**src/lie_pkg.sv**
```systemverilog
// Package with shared constants for the line input editor.
`default_nettype none

package lie_pkg;

    // Default line capacity, in characters, of each line bank
    localparam int LINE_DEPTH_DEF = 64;

    // Width of the capacity register
    localparam int MAX_LEN_W = 7;

    // Configuration register indexes
    localparam logic REG_ECHO_ENABLE = 1'b0;
    localparam logic REG_MAX_LENGTH  = 1'b1;

    // Result kinds
    localparam logic [1:0] KIND_ECHO  = 2'd0;
    localparam logic [1:0] KIND_LINE  = 2'd1;
    localparam logic [1:0] KIND_EMPTY = 2'd2;

    // Control characters
    localparam logic [7:0] CH_CR = 8'h0D;
    localparam logic [7:0] CH_LF = 8'h0A;
    localparam logic [7:0] CH_BS = 8'h08;
    localparam logic [7:0] CH_SP = 8'h20;

endpackage

`default_nettype wire

```
**src/line_input_editor_top.sv**
```systemverilog
// Line input editor: builds command lines from received bytes, with echo and line repeat.
//
// Usage: received bytes enter on the s_ channel (s_valid/s_ready, s_rx_byte). Results leave
// on the m_ channel (m_valid/m_ready) as m_kind (echo byte, line byte, empty-line marker),
// m_data and m_last, which marks the final result caused by one received byte.
// cfg_we/cfg_index/cfg_wdata write echo_enable (index 0) and max_length (index 1); the user must
// write them only while the block is idle, which the block itself does not enforce.
// Sequencing: the block takes one byte at a time; its results are registered in the output
// register. A backspace erase with echo on gives the echo, a space and a backspace. A completed
// line is read out one character at a time, each through a read state and an emit state, set by
// the single line memory and its registered read port; a full line at the default capacity
// holds 63 characters.
// The line and the repeat line share one memory of two banks; ending a line swaps the banks,
// so the line needs no copy.
// Reset clears the line and the repeat line, sets echo on and the capacity to 64.
// When the receiver stalls, the output register holds its item and the sequencer waits; the
// next byte is taken as soon as the current one has handed off its last result.
`default_nettype none

module line_input_editor_top
    import lie_pkg::*;
#(
    parameter int LINE_DEPTH = LINE_DEPTH_DEF
) (
    input  wire logic                 aclk,
    input  wire logic                 aresetn,
    input  wire logic                 cfg_we,
    input  wire logic                 cfg_index,
    input  wire logic [MAX_LEN_W-1:0] cfg_wdata,
    input  wire logic                 s_valid,
    output logic                      s_ready,
    input  wire logic [7:0]           s_rx_byte,
    output logic                      m_valid,
    input  wire logic                 m_ready,
    output logic [1:0]                m_kind,
    output logic [7:0]                m_data,
    output logic                      m_last
);

    localparam int CW        = $clog2(LINE_DEPTH);
    localparam int AW        = CW + 1;
    localparam int MEM_DEPTH = 2 << CW;

    typedef enum logic [2:0] {
        ST_IDLE,
        ST_ECHO,
        ST_SP,
        ST_BS,
        ST_RD,
        ST_EMIT,
        ST_EMPTY
    } state_t;

    typedef enum logic [1:0] {
        ACT_NONE,
        ACT_ERASE,
        ACT_EMIT
    } act_t;

    state_t                 state_reg;
    act_t                   act_reg;
    logic                   echo_en_reg;
    logic [MAX_LEN_W-1:0]   max_len_reg;
    logic [CW-1:0]          line_cnt_reg;
    logic [CW-1:0]          rep_cnt_reg;
    logic                   line_bank_reg;
    logic                   emit_bank_reg;
    logic [CW-1:0]          emit_cnt_reg;
    logic [CW-1:0]          idx_reg;
    logic [7:0]             echo_byte_reg;
    logic [7:0]             rd_data_reg;
    logic [7:0]             line_mem_reg [MEM_DEPTH];
    logic                   m_valid_reg;
    logic [1:0]             m_kind_reg;
    logic [7:0]             m_data_reg;
    logic                   m_last_reg;

    logic                   accept;
    logic                   out_free;
    logic                   out_load;
    logic                   is_cr_empty;
    logic                   is_erase;
    logic                   is_end;
    logic                   wr_en;
    logic [MAX_LEN_W-1:0]   cap;
    logic [MAX_LEN_W-1:0]   limit;
    logic [MAX_LEN_W-1:0]   new_cnt;
    logic                   at_limit;
    logic                   emit_last;
    state_t                 emit_state;
    state_t                 after_echo;

    assign s_ready  = (state_reg == ST_IDLE);
    assign accept   = s_valid && s_ready;
    assign out_free = !m_valid_reg || m_ready;

    // The output register takes a new item in this cycle
    assign out_load = out_free &&
                      (state_reg inside {ST_ECHO, ST_SP, ST_BS, ST_EMIT, ST_EMPTY});

    assign m_valid = m_valid_reg;
    assign m_kind  = m_kind_reg;
    assign m_data  = m_data_reg;
    assign m_last  = m_last_reg;

    // Classify the incoming byte
    assign is_cr_empty = (s_rx_byte == CH_CR) && (line_cnt_reg == '0);
    assign is_erase    = (s_rx_byte == CH_BS) && (line_cnt_reg != '0);
    assign is_end      = (s_rx_byte == CH_LF) || (s_rx_byte == CH_CR);
    assign wr_en       = accept && !is_cr_empty && !is_erase && !is_end;

    // Clamp the capacity and find the character limit
    always_comb begin
        if (max_len_reg < MAX_LEN_W'(2)) begin
            cap = MAX_LEN_W'(2);
        end else if (max_len_reg > MAX_LEN_W'(LINE_DEPTH)) begin
            cap = MAX_LEN_W'(LINE_DEPTH);
        end else begin
            cap = max_len_reg;
        end
    end

    assign limit    = cap - MAX_LEN_W'(1);
    assign new_cnt  = {{(MAX_LEN_W-CW){1'b0}}, line_cnt_reg} + MAX_LEN_W'(1);
    assign at_limit = (new_cnt >= limit);

    assign emit_last  = (idx_reg == emit_cnt_reg - CW'(1));
    assign emit_state = (emit_cnt_reg == '0) ? ST_EMPTY : ST_RD;

    // Pick the step that follows the echo
    always_comb begin
        case (act_reg)
            ACT_ERASE: after_echo = ST_SP;
            ACT_EMIT:  after_echo = emit_state;
            default:   after_echo = ST_IDLE;
        endcase
    end

    // Line memory: two banks, one for the line being edited, one for the repeat line
    always_ff @(posedge aclk) begin
        if (wr_en) begin
            line_mem_reg[{line_bank_reg, line_cnt_reg}] <= s_rx_byte;
        end
        rd_data_reg <= line_mem_reg[AW'({emit_bank_reg, idx_reg})];
    end

    // Sequencer, line state and output register
    always_ff @(posedge aclk) begin
        if (!aresetn) begin
            state_reg     <= ST_IDLE;
            act_reg       <= ACT_NONE;
            echo_en_reg   <= 1'b1;
            max_len_reg   <= MAX_LEN_W'(64);
            line_cnt_reg  <= '0;
            rep_cnt_reg   <= '0;
            line_bank_reg <= 1'b0;
            emit_bank_reg <= 1'b0;
            emit_cnt_reg  <= '0;
            idx_reg       <= '0;
            m_valid_reg   <= 1'b0;
        end else begin
            // Release the output item once taken
            if (m_valid_reg && m_ready && !out_load) begin
                m_valid_reg <= 1'b0;
            end

            // Write configuration
            if (cfg_we) begin
                case (cfg_index)
                    REG_ECHO_ENABLE: echo_en_reg <= cfg_wdata[0];
                    REG_MAX_LENGTH:  max_len_reg <= cfg_wdata;
                    default:         ;
                endcase
            end

            case (state_reg)
                ST_IDLE: begin
                    if (accept) begin
                        echo_byte_reg <= s_rx_byte;
                        idx_reg       <= '0;
                        if (is_cr_empty) begin
                            // Replay the repeat line
                            act_reg       <= ACT_EMIT;
                            emit_bank_reg <= !line_bank_reg;
                            emit_cnt_reg  <= rep_cnt_reg;
                        end else if (is_erase) begin
                            line_cnt_reg <= line_cnt_reg - CW'(1);
                            act_reg      <= echo_en_reg ? ACT_ERASE : ACT_NONE;
                        end else if (is_end) begin
                            // End the line: it becomes the repeat line
                            act_reg       <= ACT_EMIT;
                            emit_bank_reg <= line_bank_reg;
                            emit_cnt_reg  <= line_cnt_reg;
                            rep_cnt_reg   <= line_cnt_reg;
                            line_bank_reg <= !line_bank_reg;
                            line_cnt_reg  <= '0;
                        end else if (at_limit) begin
                            // Line full: emit it, keep the repeat line
                            act_reg       <= ACT_EMIT;
                            emit_bank_reg <= line_bank_reg;
                            emit_cnt_reg  <= new_cnt[CW-1:0];
                            line_cnt_reg  <= '0;
                        end else begin
                            act_reg      <= ACT_NONE;
                            line_cnt_reg <= new_cnt[CW-1:0];
                        end

                        if (echo_en_reg) begin
                            state_reg <= ST_ECHO;
                        end else if (is_cr_empty) begin
                            state_reg <= (rep_cnt_reg == '0) ? ST_EMPTY : ST_RD;
                        end else if (is_end) begin
                            state_reg <= (line_cnt_reg == '0) ? ST_EMPTY : ST_RD;
                        end else if (!is_erase && at_limit) begin
                            state_reg <= ST_RD;
                        end
                    end
                end
                ST_ECHO: begin
                    if (out_free) begin
                        m_valid_reg <= 1'b1;
                        m_kind_reg  <= KIND_ECHO;
                        m_data_reg  <= echo_byte_reg;
                        m_last_reg  <= (act_reg == ACT_NONE);
                        state_reg   <= after_echo;
                    end
                end
                ST_SP: begin
                    if (out_free) begin
                        m_valid_reg <= 1'b1;
                        m_kind_reg  <= KIND_ECHO;
                        m_data_reg  <= CH_SP;
                        m_last_reg  <= 1'b0;
                        state_reg   <= ST_BS;
                    end
                end
                ST_BS: begin
                    if (out_free) begin
                        m_valid_reg <= 1'b1;
                        m_kind_reg  <= KIND_ECHO;
                        m_data_reg  <= CH_BS;
                        m_last_reg  <= 1'b1;
                        state_reg   <= ST_IDLE;
                    end
                end
                ST_RD: begin
                    // Wait for the registered read data
                    state_reg <= ST_EMIT;
                end
                ST_EMIT: begin
                    if (out_free) begin
                        m_valid_reg <= 1'b1;
                        m_kind_reg  <= KIND_LINE;
                        m_data_reg  <= rd_data_reg;
                        m_last_reg  <= emit_last;
                        if (emit_last) begin
                            state_reg <= ST_IDLE;
                        end else begin
                            idx_reg   <= idx_reg + CW'(1);
                            state_reg <= ST_RD;
                        end
                    end
                end
                ST_EMPTY: begin
                    if (out_free) begin
                        m_valid_reg <= 1'b1;
                        m_kind_reg  <= KIND_EMPTY;
                        m_data_reg  <= 8'h00;
                        m_last_reg  <= 1'b1;
                        state_reg   <= ST_IDLE;
                    end
                end
                default: begin
                    state_reg <= ST_IDLE;
                end
            endcase
        end
    end

endmodule

`default_nettype wire

```
**config.mk**
```make
export PLATFORM = sky130hd
export DESIGN_NAME = line_input_editor_top
export DESIGN_NICKNAME = d
export VERILOG_FILES = /design/src/lie_pkg.sv /design/src/line_input_editor_top.sv
export SDC_FILE = /design/constraint.sdc
export NUM_CORES = 1
export LEC_CHECK = 0
export BUFFER_PORTS_ARGS = -buffer_cell sky130_fd_sc_hd__buf_2
export CORE_ASPECT_RATIO = 1.75
export CORE_MARGIN = 3
export CORE_UTILIZATION = 25
export DETAILED_ROUTE_END_ITERATION = 10
export GPL_TIMING_DRIVEN = 0
export PLACE_DENSITY_LB_ADDON = 0.1
export SLEW_MARGIN = 20
export SYNTH_ARGS = -nofsm -noshare
export SYNTH_HDL_FRONTEND = slang
export SYNTH_SLANG_ARGS = --single-unit
```
**constraint.sdc**
```tcl
create_clock -name aclk -period 3.9 [get_ports aclk]
set_input_delay 0 -clock aclk [delete_from_list [all_inputs] [get_ports aclk]]
set_output_delay 0 -clock aclk [all_outputs]
set_load 0.01 [all_outputs]
```
# Word-level counts from Yosys, hierarchy flattened
# Memories as Yosys holds them, arrays and structs flattened. A register that Yosys moved wholly into a read port is not among the register bits.
# Cells that the tools add are included.
totals:
  reg_bits: 59
  elab_cells: 151
  ramBits: 1024
  out_inout_bits: 13
  latchBits: 0
  mem_count: 1
  mem_bits_ro: 0
  inputBits: 21
classes:
  muxes: 57
  multipliers: 0
  addsub: 5
  reduce_logical: 44
  shift: 0
  n_bitwise: 3
  n_div: 0
  eq_ne: 23
  magnitude_cmp: 3
memory_table:
  columns: ["memory", "depth", "width", "read_ports", "rd_ports_with_merged_regs", "write_ports", "line", "source"]
  rows:
  - ["line_mem_reg", 128, 8, 1, 1, 1, "line_input_editor_top.sv:72", "logic [7:0] line_mem_reg [MEM_DEPTH];"]
ops:
  columns: ["operator", "n"]
  rows:
  - ["6-bit 2-to-1 mux", 10]
  - ["8-bit 2-to-1 mux", 5]
  - ["8-bit case mux with 5 select lines", 1]
  - ["3-bit 2-to-1 mux", 10]
  - ["8-bit by 4-bit equality test with 1-bit output (second input constant)", 3]
  - ["2-bit 2-to-1 mux", 10]
  - ["6-bit zero test", 3]
  - ["3-bit case mux with 6 select lines", 1]
  - ["1-bit 2-to-1 mux", 14]
  - ["7-bit 2-to-1 mux", 2]
  - ["2-bit != test (second input constant)", 7]
  - ["6-bit case mux with 2 select lines", 1]
  - ["6-bit AND reduction", 2]
  - ["6-bit by 1-bit subtractor with 6-bit output (second input constant)", 2]
  - ["1-bit logical AND", 10]
  - ["5-bit AND reduction", 2]
  - ["3-bit equality test (second input constant)", 3]
  - ["4-bit AND reduction", 2]
  - ["6-bit by 1-bit adder with 7-bit output (second input constant)", 1]
  - ["7-bit >= comparator", 1]
  - ["7-bit greater-than comparator (second input constant)", 1]
  - ["7-bit by 2-bit < comparator with 1-bit output (second input constant)", 1]
  - ["7-bit AND reduction", 1]
  - ["7-bit by 1-bit subtractor with 7-bit output (second input constant)", 1]
  - ["other kinds (26)", 41]

# Logic depth before layout (Yosys ltp)
# Gate-level depths: netlist (run 1).
depth:
  depth_word: 12
  mapped_depth: 14
  depth_no_buf: 13

# Worst setup path after synthesis (run 1)
# Ideal clock, no wire load.
synth_timing:
  path_type: "register to register"
  start: "reg max_len_reg[2]"
  end: "reg emit_cnt_reg[3]"
  arrival_ps: 2680
  slack_ps: 1135
  path_stages_with_launch: 14
  setup_ps: 86
  path_cell_list: "dfxtp_1 -> nor3_1 -> nand2b_1 -> o211ai_1 -> ha_1 -> nand2_1 -> mux2_2 -> ha_1 -> nand3_1 -> o211a_1 -> nor3_2 -> buf_4 -> nor2_1 -> a211oi_1"
synth_between:
  elab_chain_cells: 7
  word_cells_on_any_way: 8
synth_lines:
  columns: ["element", "line", "source"]
  rows:
  - ["start: declaration", "line_input_editor_top.sv:63", "logic [MAX_LEN_W-1:0] max_len_reg;"]
  - ["start signal: assignment", "line_input_editor_top.sv:171", "REG_MAX_LENGTH: max_len_reg <= cfg_wdata;"]
  - ["7-bit greater-than comparator", "line_input_editor_top.sv:116", "end else if (max_len_reg > MAX_LEN_W'(LINE_DEPTH)) begin"]
  - ["7-bit 2-to-1 mux", "line_input_editor_top.sv:116", null]
  - ["7-bit 2-to-1 mux *", "line_input_editor_top.sv:114", "if (max_len_reg < MAX_LEN_W'(2)) begin"]
  - ["7-bit by 1-bit subtractor with 7-bit output *", "line_input_editor_top.sv:123", "assign limit = cap - MAX_LEN_W'(1);"]
  - ["7-bit >= comparator *", "line_input_editor_top.sv:125", "assign at_limit = (new_cnt >= limit);"]
  - ["3-bit nonzero test (no line) *", null, null]
  - ["4-bit AND reduction (no line) *", null, null]
  - ["end signal: assignment", "line_input_editor_top.sv:185", "emit_cnt_reg <= rep_cnt_reg;"]
  - ["end signal: assignment", "line_input_editor_top.sv:193", "emit_cnt_reg <= line_cnt_reg;"]
  - ["end signal: assignment", "line_input_editor_top.sv:201", "emit_cnt_reg <= new_cnt[CW-1:0];"]
  - ["end: declaration", "line_input_editor_top.sv:68", "logic [CW-1:0] emit_cnt_reg;"]
# Every way passes the cells marked *; elsewhere a longest branch is shown, timed or not.
# A chain may end at the register's enable or synchronous reset.

==> results of run 1 <==
## layer usage
| metal | vias to the layer above | global-route usage, % | wire (µm) |
|---|---|---|---|
| met5 | - | 0 | 12 |
| met4 | 2 | 8.86 | 9360 |
| met3 | 235 | 1.91 | 5600 |
| met2 | 654 | 36.6 | 94200 |
| met1 | 12800 | 19.6 | 59100 |
| li1 | 9786 | - | - |
## what timing repair did
item | 4_1_cts | 5_1_grt
buffers inserted | 6 | 0
endpoints found under the setup margin | 1008 | 242
hold endpoints to repair | 489 | 0
pin swaps | 8 | 2
hold buffers | 35 | 0
cloned | 0 | 0
gates resized for setup | 196 | 13
## final timing paths
check,startpoint,end,cells after the start,slack (ns)
hold / removal,s_rx_byte[2],echo_byte_reg[2],2,0.29
setup / recovery,idx_reg[0],rd_data_reg[1],11,0.05
hold reg to reg,rep_cnt_reg[1],rep_cnt_reg[1],2,0.49
setup reg to reg,idx_reg[0],rd_data_reg[1],11,0.05
## cells by family (layout without fill, tap and decap cells)
| logic type | count (synthesis) | in the layout |
|---|---|---|
| compound gates | 270 | 270 |
| xor+xnor | 24 | 24 |
| fa+ha+maj | 17 | 17 |
| buf+inv | 149 | 430 |
| flops | 1091 | 1091 |
| mux | 379 | 379 |
| other cells | 0 | 6 |
| simple gates | 370 | 370 |
## cells in the final DEF, fill, tap and decap left out, drive strengths merged, types with 13 or more instances in the layout
cell type	count
edfxtp	1043
mux4	214
clkbuf	185
nor2	168
mux2i	164
buf	131
a21oi	88
nand2	63
nand3	53
dfxtp	48
o221ai	46
clkinv	45
o21ai	40
dlygate4sd3	35
a22oi	23
nor3	21
ha	16
o22ai	14
bufinv	14
inv	14
xor2	13
## metrics by stage
stage	power, mW	cell area, µm²	std cells	TNS (ns)	hold WS, ns
2_1_floorplan	14.1	43500	2300	0	0.0989
3_3_place_gp	15.1	46500	4575	-1588.97	0.238
3_5_place_dp	15.2	47100	4594	-283.28	0.246
4_1_cts	25.7	51500	4825	-0.0611	0.254
5_1_grt	26.2	51600	4826	-9.17	0.291
6_report	25.4	51600	4831	0	0.288
## worst max-delay path, stage by stage (launching register included)
cell	delay, ns
dfxtp_1	0.39
buf_6	0.18
buf_12	0.17
buf_6	0.29
buf_6	0.33
buf_6	0.27
mux2i_1	0.29
o221ai_1	0.21
a21oi_1	0.32
o21ai_0	0.14
o211ai_1	0.25
nand4_1	0.56
## layout make-up
class                           count  share of cell area [%]
Sequential cell                  1091                    62.6
Multi-Input combinational cell   1060                    21.3
Tap cell                         2244                    5.44
Clock buffer                      124                    5.19
Timing Repair Buffer               91                    2.13
Buffer                            136                    1.90
Clock inverter                     67                    1.36
Inverter                           12                  0.0873
Antenna cell                        6                  0.0291
## report_power, final
group / switching (mW) / leakage, nW / internal (mW)
clock network: 4.57 / 1.64 / 5.82
logic: 1.42 / 3.84 / 0.597
registers: 0.0614 / 9.77 / 12.9
total: 6.05 / 15.2 / 19.4
==> metrics.cfg, run 1 <==
[synth]
synth-simple-area-share_pct=3.97
synth_top_area_share_pct=72.0
synth_area_leaders=edfxtp_1 72%, mux4_2 11%, mux2i_1 3.8%
synthCells=2300
syn_nets=2337
synth_top_cell_by_area=edfxtp_1
synthArstFlopShare_pct=0
synthesis.area_um2=43500
synth-compound-area-share_pct=4.18
synth_cell_types=70
synth_xor_area_share_pct=0.483
synth.area.mux_share_pct=14.9
synth_common_cells=1043 x edfxtp_1, 214 x mux4_2, 168 x nor2_1
synth_ff_type=edfxtp_1
yosysMostFrequentCell=edfxtp_1
synth_top_family_by_area=multiplexers
yosys.area_share.adder_pct=0.483
yosys_warnings=0
syn_area_per_cell_um2=18.9
yosysSeqAreaShare_pct=74.2
synth-edff-count=1043
ys_ff_latch=1091

[cells_and_area]
nets=2531
drive_gt1_share_pct=26.0
multi_input_area_um2=11000
largest_reg_flops=1024
fin_util_pct=29.8
synthToLayoutAreaGrowth_pct=18.5
seq_area_um2=32300
fill_cells=16900

[place]
io_buffer_count=31
pre_cts_ws_ns=-1.24
gp_congestion=0.909
dp_hpwl_um=119000

[routing]
first_pass_iters=6
wl_per_cell_um=34.8
antenna_left=0
vias_per_cell=4.86
drc=0
drtIter0Drc=1867
drt-total-wl_um=168000
vias=23500

[setup_path]
start_kind=flip-flop
crit_path_end_kind=flip-flop
crit_type=flip-flop to flip-flop
crit_fanout=10
worstPathArrival_ns=4.21
worst_ep_required_time_ns=4.26

[floorplanning]
std_cell_rows=202
die_h_um=558
die_width_um=321
initial_core_util_pct=25.1
die_area_um2=179000
placeableCoreArea_um2=173000
io_pins=34

[clock_tree]
numClockSinks=1091
root_buffer=clkbuf_16
clk_latency_ns=0.69
cts_buffer_depth=3
cts_made_buffers=102
cts_tree=built
cts_max_level=3
path_clk_slew_ns=0.07

[global_route]
grt-ovfl-total=0
grt_pass1_wl_um=225000
antenna_found_initial=5
grt_pass1_vias=24800
grt_max_degree=91
grt_use_total_pct=18.7

[sta]
slew_headroom_pct=19.2
finalCritPeriodShare_pct=98.8
hold_viol_final=0
worst_slack_ns=0.0464
grt_setup_unrepaired=yes
period_needed_ns=3.85
fin_worst_skew_ns=0.0201
maxSlewViolCount=0
setup_viol=0
timing.fmax_mhz=259
worst_slew_pin_slew_ns=1.21

[pwr]
p_leak_nw=15.2
irDropWorstVdd_v=0.000301
p_per_area_nw_per_um2=493

[min_path]
min_path_type=primary input to flip-flop

[flow_run]
maxCapViolations=0

[status]
status=finished, final reports clean

No activity file was read; power rests on OpenSTA's default activity.
==> run 2: changes to the inputs <==
--- a/config.mk
+++ b/config.mk
@@ -5,6 +5,7 @@
 export SDC_FILE = /design/constraint.sdc
 export NUM_CORES = 1
 export LEC_CHECK = 0
+export ABC_AREA = 1
 export BUFFER_PORTS_ARGS = -buffer_cell sky130_fd_sc_hd__buf_2
 export CORE_ASPECT_RATIO = 1.75
 export CORE_MARGIN = 3
==> run 2 against run 1 <==
Sequential power is essentially flat. Worst setup slack lost 0.11 ns. Critical endpoint is now line_mem_reg[89][0]. Clock power is essentially flat. The flow now finishes with violations (negative setup slack). Clock skew grew 0.012 ns.
==> metrics.cfg, run 2 <==
[setup_path]
critPathLaunch=line_cnt_reg[1]
worstPathArrival_ns=4.33  ; +0.12 ns
worst_ep_required_time_ns=4.26  ; about the same
setup.worst_path.end=line_mem_reg[89][0]
start_kind=flip-flop
crit_fanout=10  ; unchanged
crit_type=flip-flop to flip-flop
reg2reg_to=line_mem_reg[89][0]
crit_path_end_kind=flip-flop
worst_path_largest_cell_delay_ns=0.75  ; +0.19 ns
ff2ff_path_depth=13  ; +2
cp.depth=13  ; +2
r2r_start=line_cnt_reg[1]
critical-path-top-delay-family=simple AND/OR/NAND/NOR gates
cp_common_cell=nand2_4
rrSetupSlack_ns=-0.07  ; -0.11 ns
critPathBufInv=5  ; unchanged
worst_path_max_delay_cell=nor2_2
cp_cell_sequence=clkbuf_1 -> inv_1 -> ha_1 -> nand4_2 -> inv_2 -> nand2_4 -> nand2_4 -> inv_4 -> nand2_4 -> nor2_4 -> buf_6 -> nand3_1 -> nor2_2

[floorplanning]
die_width_um=328  ; +1.9%
io_pins=34  ; unchanged
std_cell_rows=205  ; +1.5%
placeableCoreArea_um2=179000  ; +3.4%
initial_core_util_pct=25.3  ; +0.14 points
die_area_um2=186000  ; +3.9%
die_h_um=569  ; +1.9%

[clock_tree]
cts_tree=built
numClockSinks=1091  ; unchanged
cts_buffer_depth=3  ; unchanged
cts_made_buffers=107  ; +4.9%
cts_max_level=3  ; unchanged
clk_latency_ns=0.75  ; +0.06 ns
path_clk_slew_ns=0.07  ; about the same
root_buffer=clkbuf_16

[cells_and_area]
design_area_um2=52900  ; +2.6%
drive_gt1_share_pct=12.1  ; -14 points
multi_input_area_um2=11600  ; +5.6%
fin_util_pct=29.6  ; -0.23 points
mostFrequentLayoutCells=1043 x edfxtp_1, 718 x nor2_1, 453 x o21ai_0
synthToLayoutAreaGrowth_pct=17.0
largest_reg_flops=1024  ; unchanged
nets=4069  ; +61%
fill_cells=18700  ; +11%
seq_area_um2=32300  ; unchanged
mostFrequentLayoutCell=edfxtp_1

[flow_run]
maxCapViolations=0  ; unchanged

[synth]
yosysMostFrequentCell=edfxtp_1
synth_area_leaders=edfxtp_1 69%, nor2_1 6.6%, o21ai_0 5.0%
synthesis.area_um2=45200  ; +4.0%
synthCells=3835  ; +67%
synth_cell_types=49  ; -30%
syn_area_per_cell_um2=11.8  ; -38%
synth_ff_type=edfxtp_1
synthArstFlopShare_pct=0  ; unchanged
ys_ff_latch=1091  ; unchanged
synth-edff-count=1043  ; unchanged
yosysSeqAreaShare_pct=71.4  ; -2.8 points
yosys_warnings=0  ; unchanged
synth_top_area_share_pct=69.2  ; -2.7 points
syn_nets=3872  ; +66%
synth_top_cell_by_area=edfxtp_1
synth_common_cells=1043 x edfxtp_1, 795 x nor2_1, 453 x o21ai_0

[sta]
slew_headroom_pct=17.8  ; -1.3 points
setup_viol=48  ; +48
period_needed_ns=3.97  ; +0.113 ns
tns_ns=-1.70  ; -1.70 ns
worst_slack_ns=-0.0670  ; -0.113 ns
finalCritPeriodShare_pct=102  ; +2.9 points
worst_slew_pin_slew_ns=1.23  ; +0.0199 ns
maxSlewViolCount=0  ; unchanged
hold_viol_final=0  ; unchanged
grt_setup_unrepaired=yes
timing.fmax_mhz=252  ; -2.9%
fin_worst_skew_ns=0.0319  ; +0.0117 ns

[routing]
vias=32800  ; +40%
drtIter0Drc=3090  ; +66%
antenna_left=0  ; unchanged
vias_per_cell=5.04  ; +3.7%
drt-total-wl_um=236000  ; +40%
wl_per_cell_um=36.3  ; +4.3%
first_pass_iters=7  ; +1
drc=0  ; unchanged

[global_route]
grt_pass1_vias=32600  ; +31%
grt_use_total_pct=24.8  ; +6.2 points
grt_max_degree=92  ; +1.1%
grt-ovfl-total=0  ; unchanged
grt_pass1_wl_um=306000  ; +36%
antenna_found_initial=14  ; +9

[place]
gp_congestion=0.990  ; +8.8%
io_buffer_count=32  ; +3.2%
pre_cts_ws_ns=-0.456  ; +0.785 ns
placed_area_um2=49000  ; +4.2%
dp_hpwl_um=173000  ; +45%

[pwr]
p_per_area_nw_per_um2=655  ; +33%
totalPowerFinal_mw=34.7  ; +36%
irDropWorstVdd_v=0.000368  ; +22%
p_leak_nw=17.4  ; +14%

[status]
violations=negative setup slack
status=finished with violations

[min_path]
min_path_type=primary input to flip-flop
min_path_cells=4  ; +2

## run 2: layer usage
| layer | track usage [%] | part of all wire (%) | vias to the layer above |
|---|---|---|---|
| met1 | 24.6 | 33 | 16700 |
| met3 | 3.07 | 4.5 | 579 |
| li1 | - | - | 14100 |
| met2 | 46.1 | 53 | 1374 |
| met5 | 0 | 0.026 | - |
| met4 | 20.2 | 9.8 | 10 |
## run 2: layout make-up
type	instances	area share [%]
inverter	118	0.849
clock inverter	63	1.20
clock buffer	129	5.27
antenna	5	0.0236
timing repair buffer	88	1.81
tap	2380	5.63
multi-input combinational	2388	21.9
buffer	238	2.33
sequential	1091	61.0
## run 2: worst min-delay path by stage
stage	start	endpoint
finish	cfg_index	echo_en_reg
global route	cfg_index	echo_en_reg
detailed placement	cfg_wdata[6]	max_len_reg[6]
global placement	cfg_wdata[6]	max_len_reg[6]
floorplan	s_rx_byte[0]	echo_byte_reg[0]
CTS	cfg_index	echo_en_reg
## run 2: repair_timing
action                                  4_1_cts  5_1_grt
endpoints found under the setup margin      219      172
hold buffers                                 28        0
gates cloned                                  0        0
setup buffers                                 3        0
hold endpoints to repair                    546        0
gates resized for setup                      28       21
## run 2: power breakdown
part | internal (mW) | switching (mW) | total (mW) | leakage [nW]
sequential | 13.0 | 0.0980 | 13.1 | 9.77
combinational | 2.09 | 8.77 | 10.9 | 5.96
clock | 5.77 | 4.92 | 10.7 | 1.69
## run 2: cell families (layout without fill, tap and decap cells)
| group | count (synthesis) | after routing | share of synthesized area (%) |
|---|---|---|---|
| AOI/OAI and AO/OA | 827 | 827 | 10.1 |
| xor gates and xnor gates | 17 | 17 | 0.329 |
| adders and majority gates | 16 | 16 | 0.442 |
| buffers and inverters | 356 | 636 | 3.60 |
| DFF | 1091 | 1091 | 71.4 |
| other | 0 | 5 | 0 |
| and+or+nand+nor | 1528 | 1528 | 14.1 |
## run 2: worst min-delay path: stages
cell           delay [ns]
buf_2                0.12
o21ai_0              0.10
nand3_1              0.06
dlygate4sd3_1        0.53
## run 2: per-stage QoR
stage / hold slack [ns] / std cells
floorplan: 0.0989 / 3835
global placement: 0.234 / 6247
detailed placement: 0.235 / 6272
CTS: 0.0342 / 6495
global route: 0.146 / 6496
finish: 0.0977 / 6500
